<file path="src/rtl/core/wwgp_pkg.sv">
// ----------------------------------------------------------------------------
// wwgp_pkg
// Shared types, codes and constants of the word wrap glyph placer.
// ----------------------------------------------------------------------------
package wwgp_pkg;

  localparam int LINE_CHARS_DEF  = 64;
  localparam int TABLE_ENTRIES   = 128;
  localparam int CODE_W          = 7;
  localparam int ADV_W           = 8;
  localparam int COORD_W         = 16;
  localparam int LH_W            = 8;
  localparam int CMD_QUEUE_DEPTH = 2;
  localparam int OUT_QUEUE_DEPTH = 2;

  localparam logic [CODE_W-1:0]  CH_SPACE     = 7'd32;
  localparam logic [CODE_W-1:0]  CH_NEWLINE   = 7'd10;
  localparam logic [COORD_W-1:0] WRAP_RESET   = 16'd320;
  localparam logic [LH_W-1:0]    LH_RESET     = 8'd11;

  typedef enum logic [1:0] {
    FUNC_TEXT = 2'd0,
    FUNC_END  = 2'd1,
    FUNC_LOAD = 2'd2,
    FUNC_NOP  = 2'd3
  } func_e;

  typedef enum logic [1:0] {
    REG_ORIGIN_X   = 2'd0,
    REG_ORIGIN_Y   = 2'd1,
    REG_WRAP_WIDTH = 2'd2,
    REG_ROW_PITCH  = 2'd3
  } reg_e;

  typedef enum logic [2:0] {
    CMD_GLYPH,
    CMD_SPACE,
    CMD_NEWLINE,
    CMD_END,
    CMD_LOAD
  } cmd_e;

  typedef enum logic [3:0] {
    ST_IDLE,
    ST_CHECK,
    ST_PEND_WT,
    ST_APPEND,
    ST_DRAW_RD,
    ST_DRAW_WT,
    ST_DRAW_EMIT,
    ST_POST,
    ST_FINISH
  } state_e;

  typedef enum logic [1:0] {
    POST_BREAK,
    POST_NEWLINE,
    POST_END
  } post_e;

  typedef struct packed {
    cmd_e              kind;
    logic [CODE_W-1:0] code;
    logic [ADV_W-1:0]  width;
  } cmd_t;

  typedef struct packed {
    logic [COORD_W-1:0] origin_x;
    logic [COORD_W-1:0] origin_y;
    logic [COORD_W-1:0] wrap_width;
    logic [LH_W-1:0]    row_pitch;
  } cfg_t;

  typedef struct packed {
    logic [COORD_W-1:0] x;
    logic [COORD_W-1:0] y;
    logic [CODE_W-1:0]  code;
    logic               last;
  } glyph_t;

  localparam int CMD_W   = $bits(cmd_t);
  localparam int GLYPH_W = $bits(glyph_t);

endpackage

</file>
<file path="src/rtl/core/wwgp_ram.sv">
// ----------------------------------------------------------------------------
// wwgp_ram
// Generic single write port RAM with one registered read port.
// ----------------------------------------------------------------------------
module wwgp_ram #(
  parameter int WIDTH = 8,
  parameter int DEPTH = 128
) (
  input  logic                     clk_i,
  input  logic                     we_i,
  input  logic [$clog2(DEPTH)-1:0] waddr_i,
  input  logic [WIDTH-1:0]         wdata_i,
  input  logic                     re_i,
  input  logic [$clog2(DEPTH)-1:0] raddr_i,
  output logic [WIDTH-1:0]         rdata_o
);

  logic [WIDTH-1:0] mem_q [DEPTH];
  logic [WIDTH-1:0] rdata_q;

  always_ff @(posedge clk_i) begin
    if (we_i) begin
      mem_q[waddr_i] <= wdata_i;
    end
    if (re_i) begin
      rdata_q <= mem_q[raddr_i];
    end
  end

  assign rdata_o = rdata_q;

endmodule

</file>
<file path="src/rtl/core/wwgp_fifo.sv">
// ----------------------------------------------------------------------------
// wwgp_fifo
// Small register FIFO with full and empty flags.
// ----------------------------------------------------------------------------
module wwgp_fifo #(
  parameter int WIDTH = 8,
  parameter int DEPTH = 2
) (
  input  logic             clk_i,
  input  logic             rst_ni,
  input  logic             wr_en_i,
  input  logic [WIDTH-1:0] wr_data_i,
  output logic             full_o,
  input  logic             rd_en_i,
  output logic [WIDTH-1:0] rd_data_o,
  output logic             empty_o
);

  localparam int AW = (DEPTH > 1) ? $clog2(DEPTH) : 1;
  localparam int CW = $clog2(DEPTH + 1);

  logic [WIDTH-1:0] mem_q [DEPTH];
  logic [AW-1:0]    wr_ptr_q, wr_ptr_d;
  logic [AW-1:0]    rd_ptr_q, rd_ptr_d;
  logic [CW-1:0]    cnt_q, cnt_d;
  logic             wr_fire, rd_fire;

  function automatic logic [AW-1:0] ptr_inc(input logic [AW-1:0] p);
    return (p == AW'(DEPTH - 1)) ? '0 : p + 1'b1;
  endfunction

  assign full_o    = (cnt_q == CW'(DEPTH));
  assign empty_o   = (cnt_q == '0);
  assign wr_fire   = wr_en_i && !full_o;
  assign rd_fire   = rd_en_i && !empty_o;
  assign rd_data_o = mem_q[rd_ptr_q];

  always_comb begin
    wr_ptr_d = wr_fire ? ptr_inc(wr_ptr_q) : wr_ptr_q;
    rd_ptr_d = rd_fire ? ptr_inc(rd_ptr_q) : rd_ptr_q;
    cnt_d    = cnt_q + CW'(wr_fire) - CW'(rd_fire);
  end

  always_ff @(posedge clk_i or negedge rst_ni) begin
    if (!rst_ni) begin
      wr_ptr_q <= '0;
      rd_ptr_q <= '0;
      cnt_q    <= '0;
    end else begin
      wr_ptr_q <= wr_ptr_d;
      rd_ptr_q <= rd_ptr_d;
      cnt_q    <= cnt_d;
    end
  end

  always_ff @(posedge clk_i) begin
    if (wr_fire) begin
      mem_q[wr_ptr_q] <= wr_data_i;
    end
  end

endmodule

</file>
<file path="src/rtl/core/wwgp_front.sv">
// ----------------------------------------------------------------------------
// wwgp_front
// Accepts input requests, classifies them and queues commands for the back.
// ----------------------------------------------------------------------------
module wwgp_front
  import wwgp_pkg::*;
(
  input  logic              clk_i,
  input  logic              rst_ni,
  input  logic              push,
  output logic              full,
  input  logic [1:0]        func_i,
  input  logic [CODE_W-1:0] char_code_i,
  input  logic [ADV_W-1:0]  width_value_i,
  output cmd_t              cmd_o,
  output logic              cmd_valid_o,
  input  logic              cmd_pop_i
);

  cmd_t             cmd;
  logic             keep;
  logic             q_empty;
  logic [CMD_W-1:0] q_rdata;

  always_comb begin
    cmd.code  = char_code_i;
    cmd.width = width_value_i;
    cmd.kind  = CMD_GLYPH;
    keep      = 1'b1;
    unique case (func_i)
      FUNC_TEXT: begin
        if (char_code_i == CH_NEWLINE) begin
          cmd.kind = CMD_NEWLINE;
        end else if (char_code_i == CH_SPACE) begin
          cmd.kind = CMD_SPACE;
        end else begin
          cmd.kind = CMD_GLYPH;
        end
      end
      FUNC_END:  cmd.kind = CMD_END;
      FUNC_LOAD: cmd.kind = CMD_LOAD;
      FUNC_NOP:  keep = 1'b0;
    endcase
  end

  wwgp_fifo #(
    .WIDTH (CMD_W),
    .DEPTH (CMD_QUEUE_DEPTH)
  ) u_cmd_q (
    .clk_i     (clk_i),
    .rst_ni    (rst_ni),
    .wr_en_i   (push && keep),
    .wr_data_i (cmd),
    .full_o    (full),
    .rd_en_i   (cmd_pop_i),
    .rd_data_o (q_rdata),
    .empty_o   (q_empty)
  );

  assign cmd_o       = cmd_t'(q_rdata);
  assign cmd_valid_o = !q_empty;

endmodule

</file>
<file path="src/rtl/core/wwgp_back.sv">
// ----------------------------------------------------------------------------
// wwgp_back
// Line sequencer: buffers the line, checks breaks, replays and draws glyphs.
// ----------------------------------------------------------------------------
module wwgp_back
  import wwgp_pkg::*;
#(
  parameter int LINE_CHARS = LINE_CHARS_DEF
) (
  input  logic               clk_i,
  input  logic               rst_ni,
  input  cfg_t               cfg_i,
  input  logic               pen_load_i,
  input  logic [COORD_W-1:0] pen_val_i,
  input  cmd_t               cmd_i,
  input  logic               cmd_valid_i,
  output logic               cmd_pop_o,
  output logic               empty,
  input  logic               pop,
  output glyph_t             glyph_o
);

  localparam int PW = $clog2(LINE_CHARS);
  localparam int CW = $clog2(LINE_CHARS + 1);
  localparam int SW = CW + 1;
  localparam int TW = $clog2(TABLE_ENTRIES);

  state_e             state_q, state_d, done_st;
  post_e              post_q, post_d;
  cmd_t               cur_q, cur_d;
  logic [PW-1:0]      base_q, base_d;
  logic [CW-1:0]      count_q, count_d;
  logic [CW-1:0]      pend_q, pend_d;
  logic [PW-1:0]      space_q, space_d;
  logic [COORD_W-1:0] sum_q, sum_d;
  logic [COORD_W-1:0] pen_y_q, pen_y_d;
  logic [COORD_W-1:0] x_q, x_d;
  logic [CW-1:0]      idx_q, idx_d;
  logic [CW-1:0]      len_q, len_d;
  logic [CODE_W-1:0]  work_code_q, work_code_d;
  logic               from_cur_q, from_cur_d;
  glyph_t             hold_q, hold_d;
  logic               hold_valid_q, hold_valid_d;

  logic               lb_we, lb_re;
  logic [PW-1:0]      lb_waddr, lb_raddr;
  logic [CODE_W-1:0]  lb_wdata, lb_rdata;
  logic               wt_we, wt_re;
  logic [TW-1:0]      wt_waddr, wt_raddr;
  logic [ADV_W-1:0]   wt_wdata, wt_rdata;

  logic               of_push, of_full, of_empty;
  glyph_t             of_wdata;
  logic [GLYPH_W-1:0] of_rdata;

  logic               brk, emit_stall;
  logic [CW-1:0]      cut;

  function automatic logic [PW-1:0] ptr_add(input logic [PW-1:0] b,
                                            input logic [CW-1:0] off);
    logic [SW-1:0] s;
    s = SW'(b) + SW'(off);
    if (s >= SW'(LINE_CHARS)) begin
      s = s - SW'(LINE_CHARS);
    end
    return s[PW-1:0];
  endfunction

  assign cut = (space_q != '0) ? CW'(space_q) : count_q;
  assign brk = (count_q != '0) &&
               ((sum_q > cfg_i.wrap_width) ||
                ((count_q == CW'(LINE_CHARS)) && (cur_q.kind != CMD_NEWLINE)));
  assign emit_stall = (work_code_q != CH_SPACE) && hold_valid_q && of_full;
  assign done_st    = hold_valid_q ? ST_FINISH : ST_IDLE;

  // next state
  always_comb begin
    state_d = state_q;
    unique case (state_q)
      ST_IDLE: begin
        if (cmd_valid_i && (cmd_i.kind != CMD_LOAD)) begin
          state_d = (cmd_i.kind == CMD_END) ? ST_DRAW_RD : ST_CHECK;
        end
      end
      ST_CHECK: begin
        if (brk) begin
          state_d = ST_DRAW_RD;
        end else if (pend_q != '0) begin
          state_d = ST_PEND_WT;
        end else if (cur_q.kind == CMD_NEWLINE) begin
          state_d = ST_DRAW_RD;
        end else if ((cur_q.kind == CMD_SPACE) && (count_q == '0)) begin
          state_d = done_st;
        end else begin
          state_d = ST_APPEND;
        end
      end
      ST_PEND_WT: begin
        state_d = ((lb_rdata == CH_SPACE) && (count_q == '0)) ? ST_CHECK : ST_APPEND;
      end
      ST_APPEND:    state_d = from_cur_q ? done_st : ST_CHECK;
      ST_DRAW_RD:   state_d = (idx_q == len_q) ? ST_POST : ST_DRAW_WT;
      ST_DRAW_WT:   state_d = ST_DRAW_EMIT;
      ST_DRAW_EMIT: state_d = emit_stall ? ST_DRAW_EMIT : ST_DRAW_RD;
      ST_POST:      state_d = (post_q == POST_BREAK) ? ST_CHECK : done_st;
      ST_FINISH:    state_d = of_full ? ST_FINISH : ST_IDLE;
      default:      state_d = ST_IDLE;
    endcase
  end

  // datapath and memory control
  always_comb begin
    post_d       = post_q;
    cur_d        = cur_q;
    base_d       = base_q;
    count_d      = count_q;
    pend_d       = pend_q;
    space_d      = space_q;
    sum_d        = sum_q;
    pen_y_d      = pen_y_q;
    x_d          = x_q;
    idx_d        = idx_q;
    len_d        = len_q;
    work_code_d  = work_code_q;
    from_cur_d   = from_cur_q;
    hold_d       = hold_q;
    hold_valid_d = hold_valid_q;
    cmd_pop_o    = 1'b0;
    lb_we        = 1'b0;
    lb_waddr     = ptr_add(base_q, count_q);
    lb_wdata     = cur_q.code;
    lb_re        = 1'b0;
    lb_raddr     = ptr_add(base_q, count_q);
    wt_we        = 1'b0;
    wt_waddr     = cmd_i.code;
    wt_wdata     = cmd_i.width;
    wt_re        = 1'b0;
    wt_raddr     = cur_q.code;
    of_push      = 1'b0;
    of_wdata     = hold_q;
    of_wdata.last = 1'b0;

    unique case (state_q)
      ST_IDLE: begin
        if (cmd_valid_i) begin
          cmd_pop_o = 1'b1;
          cur_d     = cmd_i;
          if (cmd_i.kind == CMD_LOAD) begin
            wt_we = 1'b1;
          end
          if (cmd_i.kind == CMD_END) begin
            idx_d  = '0;
            len_d  = count_q;
            x_d    = cfg_i.origin_x;
            post_d = POST_END;
          end
        end
      end
      ST_CHECK: begin
        if (brk) begin
          idx_d  = '0;
          len_d  = cut;
          x_d    = cfg_i.origin_x;
          post_d = POST_BREAK;
        end else if (pend_q != '0) begin
          lb_re = 1'b1;
        end else if (cur_q.kind == CMD_NEWLINE) begin
          idx_d  = '0;
          len_d  = count_q;
          x_d    = cfg_i.origin_x;
          post_d = POST_NEWLINE;
        end else if (!((cur_q.kind == CMD_SPACE) && (count_q == '0))) begin
          lb_we       = 1'b1;
          wt_re       = 1'b1;
          work_code_d = cur_q.code;
          from_cur_d  = 1'b1;
        end
      end
      ST_PEND_WT: begin
        if ((lb_rdata == CH_SPACE) && (count_q == '0)) begin
          base_d = ptr_add(base_q, CW'(1));
          pend_d = pend_q - 1'b1;
        end else begin
          wt_re       = 1'b1;
          wt_raddr    = lb_rdata;
          work_code_d = lb_rdata;
          from_cur_d  = 1'b0;
        end
      end
      ST_APPEND: begin
        sum_d   = sum_q + 16'(wt_rdata);
        count_d = count_q + 1'b1;
        if (work_code_q == CH_SPACE) begin
          space_d = count_q[PW-1:0];
        end
        if (!from_cur_q) begin
          pend_d = pend_q - 1'b1;
        end
      end
      ST_DRAW_RD: begin
        if (idx_q != len_q) begin
          lb_re    = 1'b1;
          lb_raddr = ptr_add(base_q, idx_q);
        end
      end
      ST_DRAW_WT: begin
        wt_re       = 1'b1;
        wt_raddr    = lb_rdata;
        work_code_d = lb_rdata;
      end
      ST_DRAW_EMIT: begin
        if (!emit_stall) begin
          x_d   = x_q + 16'(wt_rdata);
          idx_d = idx_q + 1'b1;
          if (work_code_q != CH_SPACE) begin
            of_push      = hold_valid_q;
            hold_d.x     = x_q;
            hold_d.y     = pen_y_q;
            hold_d.code  = work_code_q;
            hold_d.last  = 1'b0;
            hold_valid_d = 1'b1;
          end
        end
      end
      ST_POST: begin
        count_d = '0;
        sum_d   = '0;
        space_d = '0;
        unique case (post_q)
          POST_BREAK: begin
            base_d  = ptr_add(base_q, len_q);
            pend_d  = pend_q + count_q - len_q;
            pen_y_d = pen_y_q + 16'(cfg_i.row_pitch);
          end
          POST_NEWLINE: pen_y_d = pen_y_q + 16'(cfg_i.row_pitch);
          POST_END:     pen_y_d = cfg_i.origin_y;
          default:      pen_y_d = pen_y_q;
        endcase
      end
      ST_FINISH: begin
        if (!of_full) begin
          of_push       = 1'b1;
          of_wdata.last = 1'b1;
          hold_valid_d  = 1'b0;
        end
      end
      default: begin
      end
    endcase

    if (pen_load_i) begin
      pen_y_d = pen_val_i;
    end
  end

  always_ff @(posedge clk_i or negedge rst_ni) begin
    if (!rst_ni) begin
      state_q      <= ST_IDLE;
      post_q       <= POST_END;
      from_cur_q   <= 1'b0;
      base_q       <= '0;
      count_q      <= '0;
      pend_q       <= '0;
      space_q      <= '0;
      sum_q        <= '0;
      pen_y_q      <= '0;
      hold_valid_q <= 1'b0;
    end else begin
      state_q      <= state_d;
      post_q       <= post_d;
      from_cur_q   <= from_cur_d;
      base_q       <= base_d;
      count_q      <= count_d;
      pend_q       <= pend_d;
      space_q      <= space_d;
      sum_q        <= sum_d;
      pen_y_q      <= pen_y_d;
      hold_valid_q <= hold_valid_d;
    end
  end

  always_ff @(posedge clk_i) begin
    cur_q       <= cur_d;
    x_q         <= x_d;
    idx_q       <= idx_d;
    len_q       <= len_d;
    work_code_q <= work_code_d;
    hold_q      <= hold_d;
  end

  wwgp_ram #(
    .WIDTH (CODE_W),
    .DEPTH (LINE_CHARS)
  ) u_line_ram (
    .clk_i   (clk_i),
    .we_i    (lb_we),
    .waddr_i (lb_waddr),
    .wdata_i (lb_wdata),
    .re_i    (lb_re),
    .raddr_i (lb_raddr),
    .rdata_o (lb_rdata)
  );

  wwgp_ram #(
    .WIDTH (ADV_W),
    .DEPTH (TABLE_ENTRIES)
  ) u_width_ram (
    .clk_i   (clk_i),
    .we_i    (wt_we),
    .waddr_i (wt_waddr),
    .wdata_i (wt_wdata),
    .re_i    (wt_re),
    .raddr_i (wt_raddr),
    .rdata_o (wt_rdata)
  );

  wwgp_fifo #(
    .WIDTH (GLYPH_W),
    .DEPTH (OUT_QUEUE_DEPTH)
  ) u_out_q (
    .clk_i     (clk_i),
    .rst_ni    (rst_ni),
    .wr_en_i   (of_push),
    .wr_data_i (of_wdata),
    .full_o    (of_full),
    .rd_en_i   (pop),
    .rd_data_o (of_rdata),
    .empty_o   (of_empty)
  );

  assign empty   = of_empty;
  assign glyph_o = glyph_t'(of_rdata);

endmodule

</file>
<file path="src/rtl/core/word_wrap_glyph_placer_unit.sv">
// Sequencing: a plain character passes the check and append states, a width load
// is written from idle. A character of a line drawn on a break, newline or end of
// text passes draw read, wait and emit, spaces too; one replayed after a break
// passes pending wait and append; every RAM read is registered. The last result of
// a newline or end of text is held and enters the output queue from the finish state.
// Reset: line empty, pen y at origin y, state and configuration registers to defaults; RAMs not cleared.
// ----------------------------------------------------------------------------
// word_wrap_glyph_placer_unit
// Greedy word wrap glyph placer for a proportional font, top level.
// ----------------------------------------------------------------------------
module word_wrap_glyph_placer_unit
  import wwgp_pkg::*;
#(
  parameter int LINE_CHARS = LINE_CHARS_DEF
) (
  input  logic               clk_i,
  input  logic               rst_ni,
  input  logic               push,
  output logic               full,
  input  logic [1:0]         func_i,
  input  logic [CODE_W-1:0]  char_code_i,
  input  logic [ADV_W-1:0]   width_value_i,
  output logic               empty,
  input  logic               pop,
  output logic [COORD_W-1:0] glyph_x_o,
  output logic [COORD_W-1:0] glyph_y_o,
  output logic [CODE_W-1:0]  glyph_code_o,
  output logic               last_o,
  input  logic               cfg_we_i,
  input  logic [1:0]         cfg_addr_i,
  input  logic [COORD_W-1:0] cfg_wdata_i
);

  cfg_t   cfg_q, cfg_d;
  cmd_t   cmd;
  logic   cmd_valid, cmd_pop;
  logic   pen_load;
  glyph_t glyph;

  always_comb begin
    cfg_d = cfg_q;
    if (cfg_we_i) begin
      unique case (cfg_addr_i)
        REG_ORIGIN_X:   cfg_d.origin_x   = cfg_wdata_i;
        REG_ORIGIN_Y:   cfg_d.origin_y   = cfg_wdata_i;
        REG_WRAP_WIDTH: cfg_d.wrap_width = cfg_wdata_i;
        REG_ROW_PITCH:  cfg_d.row_pitch  = cfg_wdata_i[LH_W-1:0];
      endcase
    end
  end

  assign pen_load = cfg_we_i && (cfg_addr_i == REG_ORIGIN_Y);

  always_ff @(posedge clk_i or negedge rst_ni) begin
    if (!rst_ni) begin
      cfg_q.origin_x   <= '0;
      cfg_q.origin_y   <= '0;
      cfg_q.wrap_width <= WRAP_RESET;
      cfg_q.row_pitch  <= LH_RESET;
    end else begin
      cfg_q <= cfg_d;
    end
  end

  wwgp_front u_front (
    .clk_i         (clk_i),
    .rst_ni        (rst_ni),
    .push          (push),
    .full          (full),
    .func_i        (func_i),
    .char_code_i   (char_code_i),
    .width_value_i (width_value_i),
    .cmd_o         (cmd),
    .cmd_valid_o   (cmd_valid),
    .cmd_pop_i     (cmd_pop)
  );

  wwgp_back #(
    .LINE_CHARS (LINE_CHARS)
  ) u_back (
    .clk_i       (clk_i),
    .rst_ni      (rst_ni),
    .cfg_i       (cfg_q),
    .pen_load_i  (pen_load),
    .pen_val_i   (cfg_wdata_i),
    .cmd_i       (cmd),
    .cmd_valid_i (cmd_valid),
    .cmd_pop_o   (cmd_pop),
    .empty       (empty),
    .pop         (pop),
    .glyph_o     (glyph)
  );

  assign glyph_x_o    = glyph.x;
  assign glyph_y_o    = glyph.y;
  assign glyph_code_o = glyph.code;
  assign last_o       = glyph.last;

endmodule
</file>
<file path="config.mk">
export PLATFORM = sky130hd
export DESIGN_NAME = word_wrap_glyph_placer_unit
export DESIGN_NICKNAME = d
export VERILOG_FILES = /design/src/rtl/core/wwgp_pkg.sv /design/src/rtl/core/wwgp_ram.sv /design/src/rtl/core/wwgp_fifo.sv /design/src/rtl/core/wwgp_front.sv /design/src/rtl/core/wwgp_back.sv /design/src/rtl/core/word_wrap_glyph_placer_unit.sv
export SDC_FILE = /design/constraint.sdc
export NUM_CORES = 2
export LEC_CHECK = 0
export BUFFER_PORTS_ARGS = -buffer_cell sky130_fd_sc_hd__buf_4
export CORE_AREA = 2 2 379 568
export CTS_CLUSTER_DIAMETER = 120
export DETAILED_ROUTE_END_ITERATION = 6
export DIE_AREA = 0 0 381 570
export HOLD_SLACK_MARGIN = 0.1
export SLEW_MARGIN = 20
export SYNTH_ARGS = -nofsm -noshare
export SYNTH_HDL_FRONTEND = slang
export SYNTH_HIERARCHICAL = 1
export SYNTH_SLANG_ARGS = --single-unit
</file>
<file path="constraint.sdc">
create_clock -name clk_i -period 4.35 [get_ports clk_i]
set_input_delay 0.2175 -clock clk_i [delete_from_list [all_inputs] [get_ports clk_i]]
set_output_delay 0.2175 -clock clk_i [all_outputs]
set_load 0.02 [all_outputs]
</file>
### Word-level counts from Yosys, hierarchy flattened

Memories as Yosys holds them, arrays and structs flattened. A register that Yosys moved wholly into a read port is not among the register bits.
Cells that the tools add are included.

| storage, ports and cells | value |
|---|---|
| register bits after elaboration | 216 |
| memory bits (writable) | 1588 |
| bits of input ports | 40 |
| output and inout port bits | 42 |
| word-level logic and storage cells | 283 |
| memories kept | 4 |

Memory list:

| name | depth | width | read ports | clocked after Yosys merged registers in | write ports | RTL line | RTL |
|---|---|---|---|---|---|---|---|
| u_back.u_width_ram.mem_q | 128 | 8 | 1 | 1 | 1 | wwgp_ram.sv:18 | `logic [WIDTH-1:0] mem_q [DEPTH];` |
| u_back.u_line_ram.mem_q | 64 | 7 | 1 | 1 | 1 | wwgp_ram.sv:18 |  |
| u_back.u_out_q.mem_q | 2 | 40 | 1 | 0 | 1 | wwgp_fifo.sv:22 | `logic [WIDTH-1:0] mem_q [DEPTH];` |
| u_front.u_cmd_q.mem_q | 2 | 18 | 1 | 0 | 1 | wwgp_fifo.sv:22 |  |

| cells by class | value |
|---|---|
| add/subtract/negate cells | 24 |
| magnitude comparators | 5 |
| equality and inequality tests | 49 |
| multiplexer cells | 116 |
| bitwise operators | 2 |
| reductions and logical operators | 54 |

Operators with widths:

| operator | number |
|---|---|
| 2-to-1 mux 7 bit | 21 |
| 2-to-1 mux 16 bit | 8 |
| case mux 16 bit (2 select lines) | 2 |
| case mux 7 bit (3 select lines) | 3 |
| 2-to-1 mux 6 bit | 9 |
| adder 16 x 8 -> 16 bit | 3 |
| case mux 16 bit (3 select lines) | 1 |
| case mux 7 bit (2 select lines) | 3 |
| 2-to-1 mux 1 bit | 40 |
| 2-to-1 mux 4 bit | 9 |
| case mux 4 bit (9 select lines) | 1 |
| adder 6 x 7 -> 8 bit | 3 |
| >= comparator 8 x 7 -> 1 bit (second input constant) | 3 |
| case mux 6 bit (2 select lines) | 2 |
| subtractor 6 x 1 -> 6 bit (second input constant) | 4 |
| == test 7 x 6 -> 1 bit (second input constant) | 3 |
| != test 2 bit (second input constant) | 9 |
| AND reduction 6 bit | 3 |
| == test 4 x 3 -> 1 bit (second input constant) | 4 |
| > comparator 16 bit | 1 |
| 2-to-1 mux 2 bit | 8 |
| adder 7 x 1 -> 7 bit (second input constant) | 2 |
| == test 2 bit (second input constant) | 7 |
| AND reduction 2 bit | 7 |
| 44 further kinds | 94 |

### Logic depth before layout (Yosys ltp)

| logic depth | value |
|---|---|
| depth in word-level cells | 9 |
| depth in mapped cells | 16 |
| mapped depth without buffers | 13 |

### Cells and area by module

The synthesis kept the hierarchy.

By module, submodules not included:

| module | instances | cells each | area each (µm²) | sequential area each (µm²) |
|---|---|---|---|---|
| wwgp_ram (u_back.u_width_ram) | 1 | 1635 | 39745.6 | 30989.7 |
| wwgp_ram (u_back.u_line_ram) | 1 | 837 | 17743.3 | 13663.1 |
| wwgp_back | 1 | 920 | 9350.2 | 4235.3 |
| wwgp_fifo (u_back.u_out_q) | 1 | 143 | 3290.7 | 2502.4 |
| word_wrap_glyph_placer_unit | 1 | 120 | 2118.3 | 1407.6 |
| wwgp_fifo (u_front.u_cmd_q) | 1 | 74 | 1549.0 | 1181.1 |
| wwgp_front | 1 | 10 | 70.1 | 0.0 |

### Worst setup path after synthesis

OpenSTA, ideal clock, no wires.

| timing | value |
|---|---|
| path type | register to register |
| start | reg u_back.count_q[2] |
| end | reg u_back.u_width_ram.rdata_q[0], in the netlist u_back/u_width_ram/rdata_o[0], read port of u_back.u_width_ram.mem_q (data pin) |
| setup time | 260 ps |
| arrival | 4376 ps |
| data required time | 4090 ps |
| slack | -286 ps |
| cell stages (with the launch flop) | 14 |
| path buffers | 3 |
| clock period less this slack | 4636 ps |
| path through | dfrtp_1 or4_4 nor4_4 nor2_2 a21oi_2 buf_4 nand2_1 o21ai_0 clkbuf_1 buf_1 mux4_2 mux4_2 mux4_2 mux2_2 |

| between the ends | value |
|---|---|
| elaborated cells on any way between the ends | 16 |

RTL lines:

| what | RTL line | RTL |
|---|---|---|
| start: declaration | wwgp_back.sv:32 | `logic [CW-1:0] count_q, count_d;` |
| start signal: assignment | wwgp_back.sv:273 | `count_q <= count_d;` |
| zero test 7 bit | wwgp_back.sv:180 | `if ((lb_rdata == CH_SPACE) && (count_q == '0)) begin` |
| logical AND 1 bit | wwgp_back.sv:180 |  |
| 2-to-1 mux 7 bit | wwgp_back.sv:180 |  |
| case mux 7 bit (2 select lines) | wwgp_back.sv:143 | `unique case (state_q)` |
| named net u_back.wt_raddr[0] | wwgp_back.sv:49 | `logic [TW-1:0] wt_waddr, wt_raddr;` |
| end: declaration | wwgp_ram.sv:19 | `logic [WIDTH-1:0] rdata_q;` |

The timed path passes the listed nets, and every way through them passes these cells.
A chain may end at the register's enable or synchronous reset.

### Worst setup path after layout

| timing | value |
|---|---|
| start | reg u_back.u_line_ram.rdata_q[4], in the netlist u_back/u_line_ram/rdata_o[4], read port of u_back.u_line_ram.mem_q |
| end | reg u_back.u_width_ram.rdata_q[4], in the netlist u_back/u_width_ram/rdata_o[4], read port of u_back.u_width_ram.mem_q (data pin) |

| between the ends | value |
|---|---|
| cells in the longest elaborated chain, start to end | 4 |
| elaborated cells on any way between the ends | 6 |

Ends and longest elaborated chain:

| what | RTL line |
|---|---|
| start: declaration | wwgp_ram.sv:19 |
| == test 7 x 6 -> 1 bit | wwgp_back.sv:180 |
| logical AND 1 bit | wwgp_back.sv:180 |
| 2-to-1 mux 7 bit | wwgp_back.sv:180 |
| case mux 7 bit (2 select lines) | wwgp_back.sv:143 |
| named net u_back.wt_raddr[0] | wwgp_back.sv:49 |

The timed path passes the listed nets, and every way through them passes these cells.

==> run_results.csv <==
group,metric,value,unit
cts,cts.sinks,1819,
synthesis,syn_inst,3739,
synthesis,ys.flop_type,"edfxtp_1",
global_route,grt_pass1_vias,38900,
routing,antenna_left,0,
floorplan,fp-row-count,207,
sta,whs,0.165,ns
floorplan,pin_count,82,
synthesis,synthesis.area,73900,um^2
sta,hold_violations,0,
worst_setup_path,crit_fanout,17,
placement,dpl-instance-area,80000,um^2
synthesis,ys_seq_area_share,73.1,%
global_route,grt_util_all_layers,16.4,%
cells_and_area,nets,4321,
floorplan,die_h,570,um
floorplan,core_area,212000,um^2
sta,worstMarginPinSlew,1.06,ns
pwr,pwr-share-clk,22.9,%
sta,fin_worst_skew,0.0514,ns
cells_and_area,multi_input_area,18800,um^2
pwr,p_total,65.1,mW
hold_path,hold_path.class,"input pin to flip-flop",
worst_setup_path,required,4.93,ns
outcome,status,"finished, violations left",
routing,drtPass1Iterations,5,
pwr,swShare,33.8,%
placement,pre_cts_ws,-0.186,ns
worst_setup_path,r2r-end,"u_back/u_width_ram/rdata_o[4]$_DFFE_PP_",
global_route,grt_antenna_before_repair,6,
routing,wl_per_cell,25.0,um
cts,cts.htree.levels,4,
sta,max_slew_margin,28.6,%
global_route,grt_max_degree,90,
placement,place_congestion,0.858,
cts,cts_made_buffers,171,
sta,fin_crit_sh,101,%
synthesis,ys_ff_latch,1819,
pwr,comb_power_share,42.2,%
placement,detailed_place_hpwl,121,mm
worst_setup_path,reg2reg_from,"u_back/u_line_ram/rdata_o[4]$_DFFE_PP_",
routing,drc,0,
global_route,grt-ovfl-total,0,
pwr,p_switching,22.0,mW
cells_and_area,utilization,40.7,%
cts,clock_latency,0.83,ns
floorplan,die_w,381,um
cts,cts_tree,"built",
routing,drt_iter0_drc,2923,
sta,timing.final.ws_setup,-0.0372,ns
worst_setup_path,crit_path_end_kind,"flip-flop",
cts,path_clk_slew,0.06,ns
sta,finalSetupViolations,6,
synthesis,synthArstFlopShare,7.15,%
synthesis,postSynthAreaPerCell,19.8,um^2
sta,maxSlewViolCount,0,
cts,clock_path_buffers,4,
synthesis,synth-edff-count,1689,
cells_and_area,final_area,86300,um^2
worst_setup_path,r2r_slack,-0.04,ns
pwr,seqPwrFrac,34.9,%
placement,dp.cells,6780,
routing,num_vias,36900,
pwr,p_leak,28.5,nW
worst_setup_path,cp_data_arrival_time,4.97,ns
sta,post-route-min-period,4.39,ns
routing,viasPerCell,5.15,
hold_path,hold_end,"u_front/u_cmd_q/mem_q[0][0]$_DFFE_PP_",
floorplan,die_area,217000,um^2
sta,fmax,228,MHz
flow_run,max_cap_violations,0,
worst_setup_path,r2r_cells,12,
cells_and_area,stdcell_count,7155,
sta,rsz0062_at_grt,"true",
global_route,grt_pass1_wl,264,mm
cells_and_area,ff_latch_area,54000,um^2
worst_setup_path,criticalPathCategory,"flip-flop to flip-flop",
synthesis,ys_types,87,
routing,wirelength,179,mm
placement,portBuffers,81,
outcome,violations,"setup timing",
cells_and_area,drive_gt1_share,30.0,%
pwr,power.density,755,nW/um^2
sta,setup_tns,-0.189,ns
worst_setup_path,critPathLaunchType,"flip-flop",
floorplan,start_util,34.9,%
pwr,irDropWorstVdd,0.686,mV
synthesis,yosysWarnings,6,
hold_path,worstHoldStart,"width_value_i[0]",
cts,root_buffer,"clkbuf_16",
synthesis,synth_fp_nets,3861,
pwr,p_int,43.1,mW
hold_path,hold_path_depth,2,
cells_and_area,fillers,18800,
cells_and_area,area_growth,16.8,%
[critical path, stage by stage (launching register included)]
cell      delay [ns]
edfxtp_1        0.39
or4b_4          0.56
nor4_4          0.28
nor2_2          0.07
a21oi_2         0.17
nand2_2         0.11
o21ai_4         0.19
buf_12          0.24
buf_12          0.17
mux4_2          0.51
mux4_2          0.53
mux4_2          0.61
mux2_2          0.30
[cell usage after synthesis, types with 49 or more instances]
library cell	instances	area share, %
o21ai_0	78	0.53
xnor2_1	51	0.60
a21oi_1	53	0.36
mux4_2	448	14
nand2_1	102	0.52
edfxtp_1	1689	69
nor2_1	264	1.3
nand3_1	49	0.33
clkbuf_1	89	0.45
ha_1	70	1.2
dfrtp_1	124	4.2
mux2_2	85	1.3
inv_1	84	0.43
[routing by layer]
metal / part of all wire (%) / vias to the layer above / GRT usage [%]
li1: - / 16100 / -
met3: 4.1 / 329 / 2.08
met2: 55 / 932 / 30.9
met5: 0.0073 / - / 0
met4: 4.1 / 2 / 6.44
met1: 37 / 19500 / 18.6
[power by group through the flow]
stage               Sequential (mW)  Clock (mW)  Combinational [mW]
global route                   22.8        15.9                29.2
detailed placement             23.1           0                27.3
CTS                            22.7        15.3                27.8
finish                         22.7        14.9                27.5
floorplan                      22.9           0                17.9
global placement               23.1           0                27.0
[sequential cells by signal, indices dropped and copies added, names as in the netlist, 3 cells and up]
name	count
u_back/u_width_ram/mem_q	1024
u_back/u_line_ram/mem_q	448
u_back/u_out_q/mem_q	80
cfg_q	56
u_back/hold_q	39
u_front/u_cmd_q/mem_q	36
u_back/pen_y_q	16
u_back/sum_q	16
u_back/x_q	16
u_back/u_width_ram/rdata_o	8
u_back/count_q	7
u_back/idx_q	7
u_back/lb_wdata	7
u_back/len_q	7
u_back/pend_q	7
u_back/u_line_ram/rdata_o	7
u_back/work_code_q	7
u_back/base_q	6
u_back/space_q	6
u_back/state_q	4
u_back/cur_q	3
[cell families (layout without fill, tap and decap cells)]
logic type	Yosys count	count (layout)	share of synthesized area [%]
xor gates and xnor gates	79	79	0.937
DFF	1819	1819	73.1
adders and majority gates	82	82	1.51
buffers and inverters	259	848	1.68
AOI/OAI and AO/OA	295	295	2.61
and+or+nand+nor	602	602	3.96
muxes	603	603	16.2
other	0	6	0
[what timing repair did]
| item | in CTS | in global routing |
|---|---|---|
| resized for setup | 15 | 5 |
| buffers inserted | 14 | 7 |
| pin swaps | 3 | 3 |
| endpoints found under the hold margin | 179 | 0 |
| hold buffers | 43 | 0 |
| gates cloned | 3 | 1 |
| setup endpoints to repair | 8 | 10 |
[how the worst max path moves through the flow]
stage | startpoint | endpoint | slack, ns | cells after the start
floorplan | u_back/u_line_ram/rdata_o[4]$_DFFE_PP_ | u_back/u_width_ram/rdata_o[0]$_DFFE_PP_ | 0.06 | 14
global placement | u_back/u_line_ram/rdata_o[2]$_DFFE_PP_ | u_back/u_width_ram/rdata_o[1]$_DFFE_PP_ | -0.15 | 12
detailed placement | u_back/u_line_ram/rdata_o[2]$_DFFE_PP_ | u_back/u_width_ram/rdata_o[1]$_DFFE_PP_ | -0.19 | 12
CTS | u_back/count_q[4]$_DFFE_PN0P_ | u_back/u_width_ram/rdata_o[7]$_DFFE_PP_ | -0.07 | 13
global route | u_back/u_line_ram/rdata_o[4]$_DFFE_PP_ | u_back/u_width_ram/rdata_o[3]$_DFFE_PP_ | -0.15 | 12
finish | u_back/u_line_ram/rdata_o[4]$_DFFE_PP_ | u_back/u_width_ram/rdata_o[4]$_DFFE_PP_ | -0.04 | 12
[layout make-up]
class | count | share of cell area (%)
Antenna cell | 6 | 0.0174
Clock buffer | 215 | 5.24
Clock inverter | 87 | 1.14
Inverter | 85 | 0.370
Multi-Input combinational cell | 1661 | 21.8
Sequential cell | 1819 | 62.5
Tap cell | 2821 | 4.09
Timing Repair Buffer | 461 | 4.82
[cell usage in the layout (no fill, tap or decap), types with 14 or more instances in the layout]
master	synthesis	layout
dlygate4sd3_1	0	42
a22oi_1	19	19
o22ai_1	25	25
mux4_2	448	448
xnor2_1	51	51
o21ai_0	78	72
buf_12	5	38
nand4_1	17	17
dfrtp_1	124	123
clkinv_1	1	21
xor2_1	28	28
nand3_1	49	48
clkinv_2	0	27
a21o_1	16	16
mux2i_1	22	21
nand2_1	102	101
nor2b_1	17	17
mux2_2	85	77
bufinv_16	0	20
nor3_1	36	35
buf_4	15	368
ha_1	70	70
nor2_1	264	262
clkbuf_16	0	174
inv_1	84	84
clkbuf_1	89	38
edfxtp_1	1689	1689
a21oi_1	53	53
nand2b_1	14	14
mux2_4	48	55
Power figures use the tool's default switching activity.
